**config.mk**
```make
export PLATFORM = sky130hd
export DESIGN_NAME = space_vector_pwm_duty
export DESIGN_NICKNAME = d
export VERILOG_FILES = /design/src/rtl/core/svpwm_pkg.sv /design/src/rtl/core/space_vector_pwm_duty.sv
export SDC_FILE = /design/constraint.sdc
export NUM_CORES = 2
export LEC_CHECK = 0
export BUFFER_PORTS_ARGS = -buffer_cell sky130_fd_sc_hd__clkbuf_2
export CAP_MARGIN = 25
export CORE_MARGIN = 2
export CORE_UTILIZATION = 35
export CTS_BUF_LIST = sky130_fd_sc_hd__clkbuf_8
export DETAILED_ROUTE_END_ITERATION = 6
export PLACE_DENSITY = 0.48
export REMOVE_ABC_BUFFERS = 1
export SKIP_LAST_GASP = 1
export SLEW_MARGIN = 20
export SYNTH_ARGS = -nofsm -noshare
export SYNTH_HDL_FRONTEND = slang
export SYNTH_SLANG_ARGS = --single-unit
```
**constraint.sdc**
```tcl
create_clock -name clk -period 47 [get_ports clk]
set_input_delay 9.4 -clock clk [delete_from_list [all_inputs] [get_ports clk]]
set_output_delay 9.4 -clock clk [all_outputs]
set_load 0.005 [all_outputs]
```
**src/rtl/core/svpwm_pkg.sv**
```systemverilog
// Shared types, constants and helper functions for the space vector PWM duty block.
package svpwm_pkg;

    typedef logic [2:0] sector_t;

    // Sector codes: sector number minus one
    localparam sector_t SEC_ONE   = 3'd0;
    localparam sector_t SEC_TWO   = 3'd1;
    localparam sector_t SEC_THREE = 3'd2;
    localparam sector_t SEC_FOUR  = 3'd3;
    localparam sector_t SEC_FIVE  = 3'd4;
    localparam sector_t SEC_SIX   = 3'd5;

    // Configuration register indexes
    localparam logic REG_PWM_PERIOD   = 1'b0;
    localparam logic REG_PERIOD_ROOT3 = 1'b1;

    localparam logic [14:0] PWM_PERIOD_RESET   = 15'd4096;
    localparam logic [15:0] PERIOD_ROOT3_RESET = 16'd14189;

    localparam int unsigned HALF_SHIFT    = 1;
    localparam int unsigned QUARTER_SHIFT = 17;
    localparam int unsigned BASE_SHIFT    = 18;

    localparam int unsigned WIDE_W = 35;
    localparam int unsigned TIME_W = 20;
    localparam int unsigned OFFS_W = 18;

    typedef logic signed [WIDE_W-1:0] wide_t;
    typedef logic signed [TIME_W-1:0] time_t;
    typedef logic signed [OFFS_W-1:0] offs_t;

    // Signed divide by 2^k, truncating toward zero
    function automatic wide_t div_pow2(input wide_t n, input int unsigned k);
        wide_t bias;
        bias = (wide_t'(1) <<< k) - wide_t'(1);
        return (n + (n[WIDE_W-1] ? bias : wide_t'(0))) >>> k;
    endfunction

    function automatic logic [15:0] clamp16(input time_t t);
        logic [15:0] r;
        if (t < 0)
        begin
            r = 16'd0;
        end
        else if (t > time_t'(65535))
        begin
            r = 16'hFFFF;
        end
        else
        begin
            r = t[15:0];
        end
        return r;
    endfunction

endpackage

```
**src/rtl/core/space_vector_pwm_duty.sv**
```systemverilog
// Space vector PWM duty block: alpha/beta command to sector, phase counts and sorted duties.
//
// Input stream s_*: one word per voltage command, v_alpha and v_beta (signed 16 bit).
// Output stream m_*: one word per command with the sector (0..5, sector number minus
// one), the three phase compare counts clamped to 0..65535, and the low, mid and high
// duties sorted for the sector (low 16 bits of the phase times).
// Configuration: cfg_we writes cfg_data into register cfg_index (0: pwm_period,
// 1: period_root3); write only while no word is in flight.
// Timing: a five-stage pipeline (input register, multiply, X/Y/Z, sector and scaled
// terms, phase times and result register); one word is taken every cycle while the
// output is drained.
// Stall: when m_tready is low with a result held, every stage freezes and s_tready
// drops in the same cycle; nothing is lost or repeated.
// Reset: rst_n clears all stage valid flags and returns pwm_period to 4096 and
// period_root3 to 14189.
module space_vector_pwm_duty
    import svpwm_pkg::*;
(
    input  logic         clk,
    input  logic         rst_n,
    input  logic         s_tvalid,
    output logic         s_tready,
    input  logic [31:0]  s_tdata,   // [15:0] v_alpha, [31:16] v_beta
    output logic         m_tvalid,
    input  logic         m_tready,
    output logic [103:0] m_tdata,   // [2:0] sector, [18:3] count_a, [34:19] count_b,
                                    // [50:35] count_c, [66:51] duty_low,
                                    // [82:67] duty_mid, [98:83] duty_high, rest zero
    input  logic         cfg_we,
    input  logic         cfg_index,
    input  logic [15:0]  cfg_data
);

    logic [14:0] pwm_period_reg;
    logic [15:0] period_root3_reg;

    logic        advance;
    logic [4:0]  valid_reg;

    logic signed [15:0] va_reg, vb_reg;
    logic signed [32:0] ua_reg;
    logic signed [33:0] ub_reg;
    wide_t              x_reg, y_reg, z_reg;
    sector_t            sec_reg;
    time_t              q0_reg;
    offs_t              qx_reg, qy_reg, qz_reg;
    logic [98:0]        res_reg;

    logic signed [32:0] ua_next;
    logic signed [33:0] ub_next;
    logic signed [31:0] vb_per;
    wide_t              y_next, z_next;
    sector_t            sec_next;
    wide_t              diff, diff_q, x_q, y_q, z_q;
    time_t              base, ta, tb, tc, lo, mid, hi;
    logic [98:0]        res_next;

    assign advance  = !valid_reg[4] || m_tready;
    assign s_tready = advance;
    assign m_tvalid = valid_reg[4];
    assign m_tdata  = {5'd0, res_reg};

    always_ff @(posedge clk or negedge rst_n)
    begin
        if (!rst_n)
        begin
            pwm_period_reg   <= PWM_PERIOD_RESET;
            period_root3_reg <= PERIOD_ROOT3_RESET;
        end
        else if (cfg_we)
        begin
            case (cfg_index)
                REG_PWM_PERIOD:   pwm_period_reg   <= cfg_data[14:0];
                REG_PERIOD_ROOT3: period_root3_reg <= cfg_data;
                default:          ;
            endcase
        end
    end

    always_ff @(posedge clk or negedge rst_n)
    begin
        if (!rst_n)
        begin
            valid_reg <= '0;
        end
        else if (advance)
        begin
            valid_reg <= {valid_reg[3:0], s_tvalid};
        end
    end

    // Products
    always_comb
    begin
        ua_next = 33'(va_reg) * 33'($signed({1'b0, period_root3_reg}));
        vb_per  = 32'(vb_reg) * 32'($signed({1'b0, pwm_period_reg}));
        ub_next = -(34'(vb_per) <<< 1);
    end

    // Y and Z; X is ub itself, copied in the register stage
    always_comb
    begin
        y_next = div_pow2(wide_t'(ub_reg) + wide_t'(ua_reg), HALF_SHIFT);
        z_next = div_pow2(wide_t'(ub_reg) - wide_t'(ua_reg), HALF_SHIFT);
    end

    // Sector and scaled terms
    always_comb
    begin
        if (y_reg < 0)
        begin
            if (z_reg < 0)
                sec_next = SEC_FIVE;
            else if (x_reg <= 0)
                sec_next = SEC_FOUR;
            else
                sec_next = SEC_THREE;
        end
        else
        begin
            if (z_reg >= 0)
                sec_next = SEC_TWO;
            else if (x_reg <= 0)
                sec_next = SEC_SIX;
            else
                sec_next = SEC_ONE;
        end

        case (sec_next)
            SEC_FIVE, SEC_TWO: diff = y_reg - z_reg;
            SEC_FOUR, SEC_ONE: diff = x_reg - z_reg;
            default:           diff = y_reg - x_reg;
        endcase

        diff_q = div_pow2(diff, BASE_SHIFT);
        x_q    = div_pow2(x_reg, QUARTER_SHIFT);
        y_q    = div_pow2(y_reg, QUARTER_SHIFT);
        z_q    = div_pow2(z_reg, QUARTER_SHIFT);
    end

    // Phase times and sorting
    always_comb
    begin
        base = $signed({7'd0, pwm_period_reg[14:2]});
        ta   = base + q0_reg;
        case (sec_reg)
            SEC_FIVE, SEC_TWO:
            begin
                tb = ta + time_t'(qz_reg);
                tc = ta - time_t'(qy_reg);
            end
            SEC_FOUR, SEC_ONE:
            begin
                tb = ta + time_t'(qz_reg);
                tc = tb - time_t'(qx_reg);
            end
            default:
            begin
                tc = ta - time_t'(qy_reg);
                tb = tc + time_t'(qx_reg);
            end
        endcase

        case (sec_reg)
            SEC_FIVE:  begin lo = tc; mid = ta; hi = tb; end
            SEC_FOUR:  begin lo = tc; mid = tb; hi = ta; end
            SEC_THREE: begin lo = tb; mid = tc; hi = ta; end
            SEC_TWO:   begin lo = tb; mid = ta; hi = tc; end
            SEC_SIX:   begin lo = ta; mid = tc; hi = tb; end
            default:   begin lo = ta; mid = tb; hi = tc; end
        endcase

        res_next = {hi[15:0], mid[15:0], lo[15:0],
                    clamp16(tc), clamp16(tb), clamp16(ta), sec_reg};
    end

    always_ff @(posedge clk)
    begin
        if (advance)
        begin
            va_reg  <= $signed(s_tdata[15:0]);
            vb_reg  <= $signed(s_tdata[31:16]);
            ua_reg  <= ua_next;
            ub_reg  <= ub_next;
            x_reg   <= wide_t'(ub_reg);
            y_reg   <= y_next;
            z_reg   <= z_next;
            sec_reg <= sec_next;
            q0_reg  <= diff_q[TIME_W-1:0];
            qx_reg  <= x_q[OFFS_W-1:0];
            qy_reg  <= y_q[OFFS_W-1:0];
            qz_reg  <= z_q[OFFS_W-1:0];
            res_reg <= res_next;
        end
    end

endmodule

```
Word level (Yosys, flattened, before mapping)
Index checks and enable logic that the tools add are counted.
{"block": "classes", "n_addsub": 17, "mul": 2, "div_mod_pow": 0, "order_cmp": 10, "n_eq_ne": 8, "shift": 0, "muxes": 20, "bitwise": 1, "reduce_logical": 16}
{"op": "34-bit by 18-bit adder with 35-bit output", "n": 3}
{"op": "34-bit by 34-bit subtractor with 35-bit output", "n": 3}
{"op": "16-bit case mux with 2 select lines", "n": 3}
{"op": "35-bit by 2-bit adder with 35-bit output", "n": 2}
{"op": "35-bit case mux with 2 select lines", "n": 1}
{"op": "34-bit by 1-bit < comparator with 1-bit output, second input constant", "n": 2}
{"op": "17-bit two-way mux", "n": 3}
{"op": "16-bit two-way mux", "n": 3}
{"op": "20-bit by 17-bit greater-than comparator with 1-bit output, second input constant", "n": 2}
{"op": "20-bit by 1-bit < comparator with 1-bit output, second input constant", "n": 2}
{"op": "20-bit two-way mux", "n": 2}
{"op": "34-bit by 33-bit adder with 35-bit output", "n": 1}
{"op": "35-bit by 19-bit adder with 35-bit output", "n": 1}
{"op": "34-bit by 33-bit subtractor with 35-bit output", "n": 1}
{"op": "34-bit by 1-bit >= comparator with 1-bit output, second input constant", "n": 1}
{"op": "34-bit by 1-bit <= comparator with 1-bit output, second input constant", "n": 1}
{"op": "33-bit negation with 34-bit output", "n": 1}
{"op": "16-bit by 17-bit multiplier with 33-bit output", "n": 1}
{"op": "16-bit by 16-bit multiplier with 32-bit output", "n": 1}
{"op": "19-bit by 18-bit adder with 20-bit output", "n": 1}
{"op": "19-bit by 18-bit subtractor with 20-bit output", "n": 1}
{"op": "18-bit by 18-bit adder with 19-bit output", "n": 1}
{"op": "18-bit by 18-bit subtractor with 19-bit output", "n": 1}
{"op": "14-bit by 17-bit adder with 18-bit output", "n": 1}
{"op": "other kinds (15)", "n": 35}
{"block": "totals", "reg_bits": 410, "latch_bits": 0, "mem_bits_rw": 0, "rom_bits": 0, "inputBits": 54, "out_inout_bits": 106, "wordCells": 93, "mem_count": 0}

Depth between registers and ports, before layout
{"block": "depth", "depth_word": 9, "mapped_depth": 31, "ltp_nobuf": 29}

Worst setup path before layout
No wires, ideal clock.
{"block": "synth_timing", "path_type": "input to output", "from": "input m_tready", "to": "output s_tready", "t_arrival_ns": 19.724, "required_time_ns": 37.600, "setup_slack_ns": 17.876, "cell_stages": 2, "path_buffers": 1, "cell_sequence": "nand2b_1 -> clkbuf_1"}
{"block": "synth_between", "elab_chain_len": 1}
{"item": "start, declared", "line": "space_vector_pwm_duty.sv:25", "source": "input logic m_tready,"}
{"item": "1-bit logical OR", "line": "space_vector_pwm_duty.sv:58", "source": "assign advance = !valid_reg[4] || m_tready;"}
{"item": "end, declared", "line": "space_vector_pwm_duty.sv:22", "source": "output logic s_tready,"}
No other way between the ends.

Worst setup path in the final report
Same ends and word-level chain as after synthesis.

==> impl_results.md <==
- Run status: finished, final reports clean
- Avg Inst Size Synth: 9.19 sq um
- Hold Buf Count CTS: 0
- Final hold vios: 0
- Rows: 139
- Actual slew at the worst max-slew pin: approximately 1.1 ns
- P&R area growth vs syn: 8.81%
- Hold Crit Start: valid_reg[3]
- Skew-Pair Late Insertion Delay: between 0.7 and 0.8 ns
- Detailed Route Iter0 Violations: 2283
- DR vias: 39000
- # resized after CTS: 0
- WS Path Type: in2out
- Slowest stage cell, crit path: nand2b_4
- Overflow after GRT: 0
- Ports: 160
- Max reg flops: 99
- Crit. End Element: primary output
- Most frequent CP cell: clkbuf_2
- Num CTS Buffers: between 70 and 80
- Core box area: 143000 sq um
- Post-CTS Setup Repair Bufs: 0
- Layout cell share with drive strength beyond 1: 0.0817
- Top_reg_cell synth: edfxtp_1
- Chip width: 383 um
- Sum Neg Setup Slack: 0 ns
- DRC violation count after routing: 0
- Antenna violations before repair: 4
- Dpl hpwl: 119000 um
- Routability-driven placement congestion ratio: about 0.9
- Vias in the first global route: 39400
- First-pass DRT Iterations: 6
- Crit path from: m_tready
- Final nets: 6570
- Final Max Tran Viols: 0
- Reg2reg start: x_reg[27]
- Max Cap Viol: 0
- Sink Count: 408
- Startpoint Class: primary input
- Die height: 383 um
- Total GRT Usage: 0.201
- Buffer depth of the longest clock path: 3
- Cells after Synth: around 5500
- Filler cells: 14600
- Synth Cell Area: 50400 sq um
- Hold Path Class: reg2reg
- Req. time, crit path: ~38 ns
- Arrival @ worst endpoint: 10.01 ns
- WL/cell: 19.5 um
- # port buffers: 154
- Seq cells post-synth: 408
- Crit-path max cell delay: 0.34 ns
- Slew margin rel.: 0.277
- Post-synth EDFFs: 372
- Final cycle utilization of the critical path: 0.413
- Netlist cell types: 107
- Die area: 147000 sq um
- Initial core utilization: 0.352
- Clock root cell: clkbuf_8
- Critical path fanouts, max: 21
- Global-route wire length before repair: 230000 um
- Fin crit period: 19.41 ns
- Register clock-pin slew on the reported worst setup and hold paths: 0.06 ns
- Seq/Total Area, Yosys: 0.240
- Fmax: between 50 and 60 MHz
- Final setup fails: 0
- Routed Antenna Nets: 0
- Worst-path cell chain: clkbuf_2 -> nand2b_4 -> clkbuf_2
- Via density per instance: a little over 5
- Pin count of the biggest net entering global routing: 82
- Total wire length: 147000 um
- Reg-to-reg slack, setup: approximately 38 ns
- YS warnings: 0
- Ys async rst share: 0.0882
- CTS tree: built
- RSZ-0062 raised after global routing: false
- H-Tree Depth: 3
- Worst Clk Skew: 0.0724 ns
==> logic make-up (layout without fill, tap and decap cells) <==
kind of cell,after synthesis,after routing,share of synthesized area
adder cells (fa/ha/maj),930,930,0.298
flip-flops,408,408,0.240
other,1,8,0.0000744
AO/OA/AOI/OAI,1072,1072,0.142
multiplexers,107,107,0.0226
XOR/XNOR,369,369,0.0641
AND/OR/NAND/NOR,1630,1630,0.161
buffers and inverters,967,1125,0.0728
==> cells in the final DEF, fill, tap and decap left out, drive strengths merged, types with 63 or more instances in the layout <==
cell    instances
xor2           96
ha            481
a21oi         302
a21o           92
and2          243
inv           806
fa            448
clkbuf        238
xnor2         273
o21ai         209
nor3          112
nand2         556
edfxtp        372
nand3          98
nor2          270
nand2b         63
==> area by class of cell <==
type | count | area [sq um] | share of cell area
inverter | 784 | 2940 | 0.0537
clock buffer | 82 | 1130 | 0.0206
timing repair buffer | 202 | 1150 | 0.0210
sequential | 408 | 12100 | 0.220
multi-input combinational | 4113 | 34700 | 0.633
tap | 1903 | 2380 | 0.0434
clock inverter | 57 | 434 | 0.00792
antenna | 3 | 7.51 | 0.000137
==> Yosys cell counts (56+ instances only) <==
master / instances / share of area
nand2b_1: 62 / 0.0077
edfxtp_1: 372 / 0.22
fa_1: 448 / 0.18
nand2_1: 556 / 0.041
a21o_1: 92 / 0.014
o21ai_0: 203 / 0.020
mux2_2: 56 / 0.013
nand3_1: 98 / 0.0097
xor2_1: 96 / 0.017
ha_1: 481 / 0.12
and2_1: 242 / 0.030
nor2_1: 270 / 0.020
xnor2_1: 273 / 0.047
nor3_1: 112 / 0.011
inv_1: 778 / 0.058
clkbuf_1: 161 / 0.012
a21oi_1: 296 / 0.029
==> per-stage QoR <==
step	instances	hold slack, ns	area [sq um]	setup slack [ns]	util
floorplan	5305	0.430	49700	19.18	-
global placement	7405	0.466	53200	27.55	0.371
detailed placement	7406	0.464	53200	27.55	0.371
CTS	7545	0.481	54800	27.55	0.382
global route	7551	0.511	54800	27.53	0.383
finish	7552	0.468	54800	27.59	0.383
==> critical path, delay by kind of cell <==
kind	cells	cell delay, ns
and+or+nand+nor	1	0.34
buffers and inverters	2	0.26
==> final timing paths <==
path,cells past startpoint,endpoint
min,1,valid_reg[4]
min reg2reg,1,valid_reg[4]
max in group asynchronous,1,pwm_period_reg[14]
max reg2reg,31,q0_reg[16]
max,3,s_tready
min in group asynchronous,1,valid_reg[4]
==> metal layers <==
layer	vias to the layer above	wire length (um)	global-route usage
li1	19000	-	-
met5	-	0	0
met1	19000	65700	0.263
met2	765	71700	0.347
met3	201	5210	0.0198
met4	0	4360	0.0651
Power is not shown: default switching activity piles up to over one toggle a cycle in this logic, so the estimate is an artifact.
